## config.mk

```make
export PLATFORM = sky130hd
export DESIGN_NAME = scbg_ram
export DESIGN_NICKNAME = d
export VERILOG_FILES = /design/src/rtl/core/scbg_ram.sv
export SDC_FILE = /design/constraint.sdc
export NUM_CORES = 1
export LEC_CHECK = 0
export BUFFER_PORTS_ARGS = -buffer_cell sky130_fd_sc_hd__buf_4
export CAP_MARGIN = 20
export CORE_MARGIN = 2
export CORE_UTILIZATION = 30
export DETAILED_ROUTE_END_ITERATION = 10
export HOLD_SLACK_MARGIN = 0.06
export PLACE_DENSITY = 0.49
export SLEW_MARGIN = 20
export SYNTH_ARGS = -nofsm -noshare
export SYNTH_HDL_FRONTEND = slang
export SYNTH_SLANG_ARGS = --single-unit
```

## constraint.sdc

```tcl
create_clock -name clk -period 4.85 [get_ports clk]
set_input_delay 0.97 -clock clk [delete_from_list [all_inputs] [get_ports clk]]
set_output_delay 0.97 -clock clk [all_outputs]
set_load 0.01 [all_outputs]
```

## src/rtl/core/scbg_ram.sv

```systemverilog
// Generic single-port synchronous RAM with a registered read.
// Depends on nothing.
module scbg_ram #(
  parameter int WIDTH = 32,
  parameter int DEPTH = 16,
  localparam int AW   = (DEPTH > 1) ? $clog2(DEPTH) : 1
) (
  input  logic             clk,
  input  logic             we,
  input  logic             re,
  input  logic [AW-1:0]    addr,
  input  logic [WIDTH-1:0] wdata,
  output logic [WIDTH-1:0] rdata
);

  logic [WIDTH-1:0] mem [DEPTH];

  always_ff @(posedge clk) begin
    if (we) begin
      mem[addr] <= wdata;
    end
    if (re) begin
      rdata <= mem[addr];
    end
  end

endmodule

```

==> flow_metrics.py <==
metrics = {
    "status": {
        "status": "finished clean",
    },
    "yosys": {
        "yosys.area.top_type": "edfxtp_1",
        "netlist_instances": 840,
        "synth-xor-area-share": 0,
        "synth-compound-area-share": 0.0238,
        "netlist_area_um2": 20200,
        "yosys_warnings": 0,
        "synth_cell_types": 16,
        "synth_area_leaders": "edfxtp_1 81%, mux4_2 14%, a22oi_1 2.4%, nand2_1 0.61%, clkbuf_1 0.50%",
        "synth-simple-area-share": 0.0125,
        "synth_fa_ha_area_frac": 0,
        "synth_top_family_by_area": "multiplexers",
        "avgSynthCellArea_um2": 24.0,
        "synth_nets": 879,
        "ys_seq_area_frac": 0.809,
        "ys_seq_elements": 544,
        "netlist.area_leader.share": 0.809,
        "muxShareOfSynthArea": 0.143,
    },
    "clock_network": {
        "cts_setup_buffers": 0,
        "cts_buffer_depth": 3,
        "clock_sinks": 544,
        "htree_num_levels": 2,
        "cts_tree": "done",
        "cts.clk_slew.worst_paths_ns": 0.06,
        "cts_resized": 0,
        "postCtsHoldBufs": 0,
        "cts_buffers": 58,
        "clock_latency_ns": 0.61,
        "cts-root-buf": "clkbuf_16",
    },
    "timing": {
        "final_max_slew_viol_count": 0,
        "worst_hold_slack_ns": 0.660,
        "finalCritPeriodShare": 0.581,
        "layout_setup_ws_ns": 2.03,
        "worstMarginPinSlew_ns": 0.902,
        "setup_viol": 0,
        "max_freq_mhz": 355,
        "fin_worst_skew_ns": 0.0185,
        "finalCriticalPeriod_ns": 2.82,
        "slew_headroom": 0.399,
        "fin_tns_setup_ns": 0,
        "hold_violations": 0,
        "rsz0062_at_grt": "false",
    },
    "power": {
        "p_leak_nw": 7.56,
        "peakVddDrop_v": 0.000233,
        "p_int_mw": 8.10,
        "p_total_mw": 10.2,
        "seqPwrFrac": 0.521,
        "power_switching_mw": 2.12,
        "p_sw_frac": 0.207,
        "clkPwrFrac": 0.431,
        "combPwrFrac": 0.048,
        "power.density_nw_per_um2": 427,
    },
    "drt": {
        "maxUsedRoutingLayer": "met4",
        "first_pass_iters": 4,
        "wl_um": 46700,
        "postRouteAntennaNets": 0,
        "drtIter0Drc": 767,
        "wl_met1_um": 21300,
        "via_per_inst": 4.79,
        "dr_wl_met3_um": 1890,
        "drc": 0,
        "routedWlPerCell_um": 24.8,
        "wl_met2_um": 22600,
        "vias": 9016,
    },
    "global_routing": {
        "grt_pass1_wl_um": 68700,
        "antenna_found_initial": 1,
        "grt.overflow.total": 0,
        "grt_pass1_vias": 9670,
        "grt_max_degree": 77,
        "grtUsageTotal": 0.136,
    },
    "finish": {
        "syn_to_final_growth_pct": 18.8,
        "num-fill-cells": 6112,
        "stdcell_count": 1882,
        "post_route_cells_drive_above_1_share": 0.338,
        "final_util": 0.358,
        "fin_area_um2": 24000,
        "fin_nets": 1001,
    },
    "placed_design": {
        "routabilityCongestion": 0.678,
        "post-dp-hpwl_um": 26400,
        "dp_cells": 1775,
        "post-place-ws_ns": 1.34,
        "dpl_cell_area_um2": 22100,
        "io_buffers": 70,
    },
    "setup_path": {
        "critical_path_class": "input pin to flop",
        "cp-end-kind": "flop",
        "arrival_ns": 3.11,
        "required_ns": 5.14,
        "critPathMaxFanout": 55,
        "start_kind": "input pin",
    },
    "floorplanning": {
        "core_area_um2": 66900,
        "num_rows": 95,
        "die_w_um": 263,
        "dieArea_um2": 69400,
        "die_y_um": 263,
        "ios": 71,
        "start_util": 0.302,
    },
    "run": {
        "drv_cap": 0,
    },
    "worst_hold_path": {
        "hold_class": "input pin to flop",
    },
}
power groups by stage:
| stage | clock network (mW) | registers (mW) | logic [mW] |
|---|---|---|---|
| after floorplan | 0 | 5.43 | 0.254 |
| after global placement | 0 | 5.43 | 0.509 |
| after detailed placement | 0 | 5.43 | 0.511 |
| after CTS | 4.52 | 5.33 | 0.511 |
| after global routing | 4.71 | 5.33 | 0.538 |
| final | 4.41 | 5.33 | 0.493 |
final timing paths:
check / slack (ns) / to / cells after the start / from
worst max-delay path: 2.03 / mem[9][5] / 4 / addr[0]
worst max register to register: 3.26 / rdata[0] / 3 / mem[3][0]
worst min register to register: 0.73 / rdata[22] / 3 / mem[12][22]
worst min-delay path: 0.66 / mem[10][18] / 1 / wdata[18]
Yosys cell counts:
master    instances
edfxtp_1        544
nor2b_1           2
nor2_1           13
buf_2            11
buf_6             6
nand3b_1          2
mux4_2          128
nand2b_1          2
nand2_1          33
clkbuf_1         27
and2_1            1
buf_4             1
nor3_1            4
or3b_2            1
a22oi_1          64
nand3_1           1
flip-flops by register name (all words and copies together), names as in the netlist:
register  cells
mem         512
rdata        32
cell usage in the layout, fill, tap and decap left out, types with 7 or more instances in the layout:
cell type / n
clkinv_2: 13
clkbuf_1: 13
clkinv_1: 8
clkbuf_16: 59
buf_4: 99
nand2_1: 33
a22oi_1: 64
edfxtp_1: 544
bufinv_16: 7
mux4_2: 128
nor2_4: 13
cell type report:
| cell class | instances | area [um^2] | share of cell area |
|---|---|---|---|
| diodes | 1 | 2.50 | 0.000104 |
| well taps | 873 | 1090 | 0.0456 |
| flip-flops and latches | 544 | 16300 | 0.681 |
| repair buffers | 107 | 888 | 0.0371 |
| clock inverters | 34 | 370 | 0.0155 |
| multi-input cells | 251 | 3760 | 0.157 |
| clock buffers | 72 | 1530 | 0.0636 |
metal layers:
layer  vias to the layer above  track usage
li1                       3858            -
met1                      4904        0.189
met2                       188        0.220
met3                        66       0.0260
met4                         0       0.0332
met5                         -            0
critical path: stages:
cell	delay [ns]
clkbuf_8	0.52
nand2b_1	0.40
nor2_4	0.78
buf_4	0.36
kinds of logic after synthesis:
family | after synthesis
and+or+nand+nor | 59
AOI/OAI and AO/OA | 64
muxes | 128
DFF | 544
buffers and inverters | 45
Power figures use the tool's default switching activity.
