### config.mk
export PLATFORM = sky130hd
export DESIGN_NAME = scbg_dir
export DESIGN_NICKNAME = d
export VERILOG_FILES = /design/src/rtl/core/scbg_pkg.sv /design/src/rtl/core/scbg_dir.sv
export SDC_FILE = /design/constraint.sdc
export NUM_CORES = 1
export LEC_CHECK = 0
export BUFFER_PORTS_ARGS = -buffer_cell sky130_fd_sc_hd__buf_4
export CORE_UTILIZATION = 30
export CTS_CLUSTER_DIAMETER = 60
export DETAILED_ROUTE_END_ITERATION = 10
export SLEW_MARGIN = 20
export SYNTH_ARGS = -nofsm -noshare
export SYNTH_HDL_FRONTEND = slang
export SYNTH_SLANG_ARGS = --single-unit
### constraint.sdc
create_clock -name clk -period 3.3 [get_ports clk]
set_input_delay 0.33 -clock clk [delete_from_list [all_inputs] [get_ports clk]]
set_output_delay 0.33 -clock clk [all_outputs]
set_load 0.01 [all_outputs]
### src/rtl/core/scbg_pkg.sv
// Shared constants, command codes and control structs of the sparse chunked bit grid.
// Depends on nothing; the interfaces, the directory, the top level and the bench import it.
package scbg_pkg;

  localparam int CHUNK_ENTRIES_DEF = 16;
  localparam int CHUNK_SIDE_DEF    = 1 << 5;
  localparam int COORD_BITS_DEF    = 16;

  localparam int CMD_W = 2;
  localparam logic [CMD_W-1:0] CMD_READ  = 2'd0;
  localparam logic [CMD_W-1:0] CMD_WRITE = 2'd1;
  localparam logic [CMD_W-1:0] CMD_CULL  = 2'd2;

  // Directory update requested by the sequencer.
  typedef struct packed {
    logic alloc;  // claim the lowest free entry for the looked-up key
    logic drop;   // free the entry at the given index if it is present
  } dir_op_t;

  // Directory lookup result.
  typedef struct packed {
    logic hit;       // key present
    logic has_free;  // at least one entry is free
  } dir_stat_t;

endpackage

### src/rtl/core/scbg_dir.sv
// Chunk directory: present flags and keys in flip-flops, parallel key match,
// lowest-free search and the running count of present entries. Depends on scbg_pkg.
module scbg_dir #(
  parameter int CHUNK_ENTRIES = scbg_pkg::CHUNK_ENTRIES_DEF,
  parameter int KEY_W         = 22,
  localparam int IDX_W        = (CHUNK_ENTRIES > 1) ? $clog2(CHUNK_ENTRIES) : 1,
  localparam int COUNT_W      = $clog2(CHUNK_ENTRIES + 1)
) (
  input  logic                clk,
  input  logic                rst,
  input  logic [KEY_W-1:0]    key,
  input  scbg_pkg::dir_op_t   op,
  input  logic [IDX_W-1:0]    drop_idx,
  output scbg_pkg::dir_stat_t stat,
  output logic [IDX_W-1:0]    hit_idx,
  output logic [IDX_W-1:0]    free_idx,
  output logic [COUNT_W-1:0]  present
);
  import scbg_pkg::*;

  logic [CHUNK_ENTRIES-1:0] valid;
  logic [KEY_W-1:0]         keys [CHUNK_ENTRIES];

  // Lowest index wins in both searches; at most one entry can match a key.
  always_comb begin
    stat     = '0;
    hit_idx  = '0;
    free_idx = '0;
    for (int i = CHUNK_ENTRIES - 1; i >= 0; i--) begin
      if (valid[i] && keys[i] == key) begin
        stat.hit = 1'b1;
        hit_idx  = IDX_W'(i);
      end
      if (!valid[i]) begin
        stat.has_free = 1'b1;
        free_idx      = IDX_W'(i);
      end
    end
  end

  always_ff @(posedge clk) begin
    if (rst) begin
      valid   <= CHUNK_ENTRIES'(1);
      present <= COUNT_W'(1);
      for (int i = 0; i < CHUNK_ENTRIES; i++) begin
        keys[i] <= '0;
      end
    end else if (op.alloc && stat.has_free) begin
      valid[free_idx] <= 1'b1;
      keys[free_idx]  <= key;
      present         <= present + COUNT_W'(1);
    end else if (op.drop && valid[drop_idx]) begin
      valid[drop_idx] <= 1'b0;
      present         <= present - COUNT_W'(1);
    end
  end

endmodule

==> results of run 1 <==
-- power groups by stage --
stage | clock network [mW] | registers (mW) | logic (mW)
after floorplan | 0 | 5.59 | 0.652
after global placement | 0 | 5.59 | 1.01
after detailed placement | 0 | 5.60 | 1.02
after CTS | 4.50 | 5.50 | 1.03
after global routing | 4.65 | 5.52 | 1.11
final | 4.40 | 5.50 | 1.03
-- routing by layer --
| layer | GRT usage, % | up-vias |
|---|---|---|
| met3 | 2.70 | 78 |
| met4 | 5.30 | 0 |
| met1 | 20.6 | 5817 |
| li1 | - | 5306 |
| met2 | 25.1 | 312 |
| met5 | 0 | - |
-- final cells by class --
type | count | area, µm² | share of cell area [%]
Sequential cell | 373 | 11000 | 50.4
Multi-Input combinational cell | 1007 | 7400 | 33.9
Timing Repair Buffer | 133 | 1110 | 5.07
Inverter | 7 | 26.3 | 0.120
Tap cell | 837 | 1050 | 4.80
Clock inverter | 18 | 180 | 0.826
Clock buffer | 51 | 1060 | 4.88
-- kinds of logic (layout without fill, tap and decap cells) --
group,count (synthesis),count (layout),synth area share [%]
AO/OA/AOI/OAI,68,68,2.37
XOR/XNOR,356,356,16.5
adder cells (fa/ha/maj),4,4,0.306
buffers and inverters,138,209,3.25
flip-flops,373,373,58.3
multiplexers,7,7,0.770
AND/OR/NAND/NOR,572,572,18.4
-- what timing repair did --
item / 4_1_cts / 5_1_grt
pin swaps: 5 / 14
resized for setup: 6 / 14
buffers inserted: 1 / 2
endpoints found under the setup margin: 4 / 4
-- metrics by stage --
stage	setup TNS [ps]	setup WS, ps	hold WS, ps	power, mW
2_1_floorplan	-11370	-129	468	6.24
3_3_place_gp	0	147	499	6.60
3_5_place_dp	0	128	507	6.62
4_1_cts	-137	-69.8	26.1	11.0
5_1_grt	-205	-161	44.0	11.3
6_report	-18.4	-18.4	52.1	10.9
-- cells in the mapped netlist, types with 2 or more instances --
cell type  count  area (µm²)
a21boi_0       2        15.0
a21o_1         2        15.0
a21oi_1        6        30.0
a31oi_1        3        18.8
and2_1       354        2210
buf_2         57         285
buf_6          2        22.5
clkbuf_1      65         244
clkbuf_2       6        30.0
dfxtp_1       21         420
edfxtp_1     352       10600
ha_1           3        37.5
inv_1          7        26.3
mux4_2         5         113
nand2_1       16        60.1
nand2_2        2        12.5
nand2b_1       5        31.3
nand3_1       16        80.1
nand3b_2       2        22.5
nand4_1       67         419
nor2_1        37         139
nor2_4         5        56.3
nor2b_1        3        18.8
nor3_1         9        45.0
nor4_1        47         294
o211ai_1      12        90.1
o21a_1         2        15.0
o21ai_0       24         120
o21ai_1        5        25.0
o221a_2        2        22.5
o311ai_1       2        17.5
xnor2_1      180        1580
xor2_1       176        1540
-- registers in the layout (all words and copies together) (netlist names) --
name and count:
present 5, keys 352, valid 16
-- final timing paths --
check	from	cells after the start	end	slack, ps
setup reg to reg	valid[6]$_SDFFE_PP0P_	11	present[4]$_SDFFE_PP0P_	450
setup / recovery	keys[14][21]$_SDFFCE_PN0P_	12	hit_idx[1]	-20
hold / removal	rst	2	present[3]$_SDFFE_PP0P_	50
hold reg to reg	present[2]$_SDFFE_PP0P_	2	present[2]$_SDFFE_PP0P_	550
==> flow_metrics.tcl, run 1 <==
set metrics [dict create \
    final_util_pct 35.3 \
    place_congestion 0.853 \
    first_global_vias 11521 \
    finalCritPeriodShare_pct 101 \
    dr_wl_met2_um 23000 \
    critPathRequiredTime_ps 2970 \
    ys_seq_area_share_pct 58.3 \
    std_cell_rows 91 \
    end_kind "output pin" \
    initial_utilization_pct 30.5 \
    syn_inst 1518 \
    syn_nets 1552 \
    area_delta_synth_final_pct 15.8 \
    power.density_mw_per_mm2 501 \
    core_area_mm2 0.0618 \
    synth_edf_count 352 \
    antenna_found_initial 0 \
    track_usage_pct 15.4 \
    tritoncts "built" \
    antenna_cells 0 \
    critPathKind "reg -> out" \
    report.final.slew_viol_count 0 \
    routed_wl_um 49000 \
    stdcell_count 2426 \
    die_h_um 253 \
    clk_latency_ps 560 \
    cts-buffers-inserted 40 \
    grt_pass1_wl_um 73500 \
    synth-seq-cells 373 \
    worstHoldPathType "in -> reg" \
    drc_errors 0 \
    drt_iter0_drc 857 \
    cts_buffer_depth 3 \
    setup_violations 1 \
    tightest_slew_ps 835 \
    cpPeakStageDelay_ps 380 \
    path_buf_inv 4 \
    dp.cells 2354 \
    path_delay_family "compound AO/OA/AOI/OAI gates" \
    placed_area_mm2 0.0204 \
    drtAntennaViolNets 0 \
    postCtsHoldBufs 0 \
    io_pins 45 \
    die_w_um 253 \
    path_max_fanout 3 \
    fmax_mhz 301 \
    switching_share_pct 23.9 \
    gr-total-overflow 0 \
    dp_hpwl_um 31300 \
    htreeDepth 2 \
    final_common_cell "and2_1" \
    layout_setup_ws_ps -18.4 \
    design_area_mm2 0.0218 \
    highest_layer "met4" \
    vias 11513 \
    period_minus_slack_ps 3320 \
    p_leak_nw 7.69 \
    wl_per_cell_um 20.2 \
    internal_power_mw 8.31 \
    viasPerCell 4.75 \
    cpMaxStageDelayCell "edfxtp_1" \
    p_comb_share_pct 9.4 \
    nNetsFinal 1596 \
    cts_sinks 373 \
    p_clk_share_pct 40.3 \
    p_switching_mw 2.61 \
    syn_avg_cell_area_um2 12.4 \
    violations "negative setup slack" \
    cpMostUsedCell "buf_4" \
    root_buffer "clkbuf_16" \
    ir_drop_mv 0.302 \
    route.met3.wl_um 2590 \
    synth_area_mm2 0.0188 \
    final_cell_mix "353 x and2_1, 352 x edfxtp_1, 178 x xnor2_1" \
    async_flop_share_pct 0 \
    wl_met1_um 22100 \
    seq_power_share_pct 50.3 \
    hold_viol 0 \
    firstDrtPassIters 7 \
    fin_skew_ps 23.9 \
    dieArea_mm2 0.0638 \
    clk_pin_slew_ps 60 \
    synthDistinctLibCells 54 \
    drv_cap 0 \
    cp.arrival_ps 2990 \
    outcome "finished, violations left" \
    cp-start-kind "register" \
    ys.flop_type "edfxtp_1" \
    rsz0062_at_grt "true" \
    fill_cells 6030 \
    drive_gt1_share_pct 15.3 \
    relSlewSlack_pct 44.3 \
    numPortBuffers 44 \
    grt_max_degree 32 \
    yosys_warnings 0 \
    path_cells "xor2_1, nor4_2, buf_4, nand4_1, nor3_2, buf_4, o211ai_1, a31oi_1, o211ai_1, a31oi_1, buf_4, buf_6" \
]
Note: power is estimated with default switching activity, not from simulation.
==> run 2, diff against run 1 <==
SKIP_LAST_GASP = 1   (was not set)
==> flow_metrics.tcl, run 2 (synthesized netlist as in run 1, its figures left out) <==
set metrics [dict create \
    cp.arrival_ps 3000 \
    rsz0062_at_grt "true" \
    p_clk_share_pct 40.3 \
    tritoncts "built" \
    internal_power_mw 8.31 \
    stdcell_count 2426 \
    postCtsHoldBufs 0 \
    largest-register "keys" \
    p_leak_nw 7.69 \
    finalCritPeriodShare_pct 101 \
    multi_input_area_mm2 0.00739 \
    grt-busiest-layer "met2" \
    setup_tns_ps -26.1 \
    std_cell_rows 91 \
    dp_hpwl_um 31300 \
    final_common_cell "and2_1" \
    use_met3_pct 2.70 \
    grt_max_degree 32 \
    root_buffer "clkbuf_16" \
    outcome "finished, violations left" \
    gr-total-overflow 0 \
    drv_cap 0 \
    antenna_cells 0 \
    drc_errors 0 \
    report.final.slew_viol_count 0 \
    rrSetupSlack_ps 430 \
    initial_utilization_pct 30.5 \
    firstDrtPassIters 8 \
    end_kind "output pin" \
    dp.cells 2354 \
    largest_reg_flops 352 \
    p_comb_share_pct 9.4 \
    min_path_cells 2 \
    whs_ps 53.1 \
    layout_setup_ws_ps -26.1 \
    timing.rr.end "present[4]$_SDFFE_PP0P_" \
    die_w_um 253 \
    vias 11514 \
    path_max_fanout 3 \
    area_delta_synth_final_pct 15.8 \
    place_congestion 0.853 \
    final_cell_mix "353 x and2_1, 352 x edfxtp_1, 178 x xnor2_1" \
    r2r_cells 11 \
    period_minus_slack_ps 3330 \
    clk_pin_slew_ps 60 \
    wl_per_cell_um 20.2 \
    grt_pass1_wl_um 73500 \
    met2_usage_pct 25.1 \
    biggestRegsByFlops "keys (352), valid (16), present (5)" \
    drive_gt1_share_pct 15.2 \
    track_usage_pct 15.4 \
    cts_buffer_depth 3 \
    critPathKind "reg -> out" \
    cts_sinks 373 \
    cts-buffers-inserted 40 \
    antenna_found_initial 0 \
    htreeDepth 2 \
    critPathRequiredTime_ps 2970 \
    p_switching_mw 2.61 \
    seq_power_share_pct 50.3 \
    fin_skew_ps 22.7 \
    clk_latency_ps 560 \
    hold_viol 0 \
    io_pins 45 \
    power.density_mw_per_mm2 501 \
    violations "negative setup slack" \
    switching_share_pct 23.9 \
    cp-start-kind "register" \
    fill_cells 6029 \
    tightest_slew_ps 866 \
    core_area_mm2 0.0618 \
    r2r_start "valid[6]$_SDFFE_PP0P_" \
    first_global_vias 11515 \
    routed_wl_um 48900 \
    hold_path_end "present[3]$_SDFFE_PP0P_" \
    ir_drop_mv 0.303 \
    fmax_mhz 301 \
    nNetsFinal 1596 \
    pre_cts_slack_ps 128 \
    setup_violations 1 \
    critPathLaunch "keys[14][21]$_SDFFCE_PN0P_" \
    drtAntennaViolNets 0 \
    drt_iter0_drc 821 \
    relSlewSlack_pct 42.2 \
    viasPerCell 4.75 \
    hold_start "rst" \
    seqCellArea_mm2 0.0110 \
    numPortBuffers 44 \
    die_h_um 253 \
    worstHoldPathType "in -> reg" \
    use_met1_pct 20.6 \
    dieArea_mm2 0.0638 \
]
run 2: worst max path at each step:
stage	depth (start not counted)	end	slack, ps
after floorplan	8	keys[11][0]$_SDFFCE_PN0P_	-130
after global placement	12	hit_idx[1]	150
after detailed placement	10	hit_idx[0]	130
after CTS	9	hit_idx[0]	-80
after global routing	12	hit_idx[1]	-160
final	12	hit_idx[1]	-30
run 2: metrics by stage:
step	instance area, µm²	power, mW	util (%)
after floorplan	18800	6.24	-
final	21800	10.9	35.3
after detailed placement	20400	6.62	33.1
after global routing	21800	11.3	35.3
after CTS	21700	11.0	35.1
after global placement	20400	6.60	33.0
run 2: routing by layer:
metal  vias to the layer above  wire length [µm]
met2                       302             23100
met4                         0              1270
met1                      5825             22000
met3                        80              2520
li1                       5307                 -
met5                         -                 0
run 2: final cells by class:
class / count / area share [%]
clock inverters: 18 / 0.826
flip-flops and latches: 373 / 50.4
repair buffers: 133 / 5.07
multi-input cells: 1007 / 33.9
well taps: 837 / 4.80
clock buffers: 51 / 4.88
inverters: 7 / 0.120
run 2: worst max-delay path: stages (launching register included):
cell	delay, ps
edfxtp_1	380
xor2_1	160
nor4_2	300
buf_4	180
nand4_1	130
nor3_2	140
buf_4	160
o211ai_1	100
a31oi_1	210
o211ai_1	180
a31oi_1	220
buf_4	160
buf_6	100
run 2: power groups by stage:
stage,Sequential (mW),Clock (mW),Combinational [mW]
after floorplan,5.59,0,0.652
after global placement,5.59,0,1.01
after detailed placement,5.60,0,1.02
after CTS,5.50,4.50,1.03
after global routing,5.52,4.65,1.11
final,5.50,4.40,1.03
run 2: timing repair:
item,4_1_cts,5_1_grt
pin swaps,4,14
endpoints found under the setup margin,4,4
gates resized for setup,6,13
setup buffers,1,2
==> run 3, diff against run 2 <==
ABC_AREA = 1   (was not set)
CTS_CLUSTER_SIZE = 12   (was not set)
==> flow_metrics.tcl, run 3 <==
set metrics [dict create \
    fill_cells 5962 \
    initial_utilization_pct 30.5 \
    critPathRequiredTime_ps 2970 \
    drv_cap 0 \
    p_clk_share_pct 39.6 \
    ir_drop_mv 0.352 \
    path_cells "buf_4, inv_1, buf_12, nand2_1, o21ai_0, or4_1, nor2_1, nand3_2, nand2_1, nor3_2, buf_4, nor4_4, buf_4, buf_4" \
    ys.flop_type "edfxtp_1" \
    finalCritPeriodShare_pct 97.0 \
    critPathKind "in -> out" \
    rsz0062_at_grt "true" \
    final_cell_mix "463 x nor2_1, 352 x edfxtp_1, 323 x nand2_1" \
    syn_nets 1941 \
    power_mw 11.0 \
    track_usage_pct 18.9 \
    largest-register "keys" \
    cts_buffer_depth 3 \
    report.final.slew_viol_count 0 \
    synth_top_area_cell "edfxtp_1" \
    drive_gt1_share_pct 13.2 \
    cp.arrival_ps 2870 \
    postCtsHoldBufs 0 \
    syn_avg_cell_area_um2 9.72 \
    worstHoldPathType "in -> reg" \
    grt_max_degree 40 \
    routed_wl_um 59700 \
    p_switching_mw 2.79 \
    io_pins 45 \
    fin_skew_ps 29.3 \
    clk_latency_ps 580 \
    gr-total-overflow 0 \
    seqCellArea_mm2 0.0110 \
    yosys_warnings 0 \
    internal_power_mw 8.19 \
    grt_pass1_wl_um 88000 \
    dp_hpwl_um 39400 \
    nNetsFinal 2013 \
    die_h_um 251 \
    layout_setup_ws_ps 98.3 \
    cts-buffers-inserted 40 \
    core_area_mm2 0.0607 \
    htreeDepth 2 \
    cp-start-kind "input pin" \
    switching_share_pct 25.4 \
    placed_area_mm2 0.0202 \
    cpMostUsedCell "buf_4" \
    vias 14332 \
    yosys-top-cells-area "edfxtp_1 57%, nor2_1 9.5%, nand2_1 6.6%" \
    setup_violations 0 \
    design_area_mm2 0.0215 \
    cpMaxStageDelayCell "or4_1" \
    outcome "completed" \
    die_w_um 251 \
    place_congestion 0.930 \
    ys_seq_area_share_pct 59.3 \
    power.density_mw_per_mm2 510 \
    tightest_slew_ps 724 \
    drtAntennaViolNets 0 \
    cpPeakStageDelay_ps 480 \
    tritoncts "built" \
    seq_power_share_pct 50.3 \
    syn_inst 1907 \
    netlist.area_leader.share_pct 57.0 \
    pre_cts_slack_ps -139 \
    synthTopCellsByCount "468 x nor2_1, 352 x edfxtp_1, 328 x nand2_1" \
    numPortBuffers 44 \
    viasPerCell 5.16 \
    synthDistinctLibCells 53 \
    std_cell_rows 90 \
    largest_reg_flops 352 \
    root_buffer "clkbuf_16" \
    first_global_vias 13921 \
    clk_pin_slew_ps 60 \
    synth.most_common_cell "nor2_1" \
    antenna_found_initial 0 \
    period_minus_slack_ps 3200 \
    p_leak_nw 8.20 \
    end_kind "output pin" \
    setup_tns_ps 0 \
    wl_per_cell_um 21.5 \
    firstDrtPassIters 5 \
    synth_area_mm2 0.0185 \
    p_comb_share_pct 10.1 \
    synth_edf_count 352 \
    final_common_cell "nor2_1" \
    drc_errors 0 \
    relSlewSlack_pct 51.7 \
    multi_input_area_mm2 0.00656 \
    biggestRegsByFlops "keys (352), valid (16), present (5)" \
    cts_sinks 373 \
    async_flop_share_pct 0 \
    synth-seq-cells 373 \
    path_max_fanout 21 \
    dieArea_mm2 0.0628 \
    area_delta_synth_final_pct 16.1 \
    hold_viol 0 \
    drt_iter0_drc 1455 \
    fmax_mhz 312 \
    antenna_cells 0 \
]
## run 3: cell count changes in the layout (fill, tap and decap cells not counted), moves of 28 or more
| cell | change |
|---|---|
| nor2_1 | +430 |
| and2_1 | -353 |
| nand2_1 | +307 |
| xnor2_1 | -118 |
| xor2_1 | -115 |
| inv_1 | +82 |
| o21ai_0 | +82 |
| o22ai_1 | +44 |
| nand4_1 | -40 |
| nand3_1 | +28 |
## run 3: per-layer routing
metal | GRT usage [%] | vias to the layer above | wire [µm]
met5 | 0 | - | 0
met4 | 6.59 | 0 | 1830
met3 | 3.54 | 111 | 5300
met2 | 30.2 | 613 | 27700
met1 | 25.4 | 6989 | 24800
li1 | - | 6619 | -
## run 3: power groups by stage
stage	Combinational (mW)	Sequential, mW	Clock, mW
global route	1.20	5.54	4.56
floorplan	0.647	5.58	0
finish	1.11	5.52	4.34
detailed placement	1.09	5.62	0
global placement	1.08	5.61	0
CTS	1.10	5.52	4.38
## run 3: cell families (layout without fill, tap and decap cells)
kind of cell	count (synthesis)	in the layout	share of synthesized area, %
fa+ha+maj	4	4	0.311
compound gates	245	245	8.34
simple gates	927	927	20.7
xor+xnor	121	121	5.72
flops	373	373	59.3
buf+inv	237	327	5.64
## run 3: worst max-delay path, delay by kind of cell
| kind | cells | cell delay [ps] |
|---|---|---|
| AO/OA/AOI/OAI | 1 | 100 |
| buffers and inverters | 6 | 1110 |
| AND/OR/NAND/NOR | 7 | 1290 |
## run 3: layout make-up
type                            count  share of cell area, %
Clock inverter                     11                  0.570
Sequential cell                   373                   51.1
Multi-Input combinational cell   1297                   30.5
Inverter                          105                   1.86
Clock buffer                       49                   4.91
Timing Repair Buffer              162                   6.54
Tap cell                          782                   4.55
## run 3: what timing repair did
item / in CTS / in global routing
setup buffers: 0 / 2
setup endpoints to repair: 2 / 4
pin swaps: 0 / 7
resized for setup: 2 / 20
## run 3: through the flow
stage,util [%],std cells,hold WS [ps]
after floorplan,-,1907,457
after global placement,33.4,2717,454
after detailed placement,33.4,2717,463
after CTS,35.3,2777,45.5
after global routing,35.4,2779,69.1
final,35.4,2779,79.7
## run 3: final timing paths
check             slack, ps  depth (start not counted)                         to                    start
setup reg to reg        530                         15  keys[4][13]$_SDFFCE_PN0P_   valid[11]$_SDFFE_PP0P_
hold / removal           80                          2     valid[15]$_SDFFE_PP0P_                      rst
setup / recovery        100                         14                 hit_idx[3]                   key[2]
hold reg to reg         470                          2    present[4]$_SDFFE_PP0P_  present[4]$_SDFFE_PP0P_
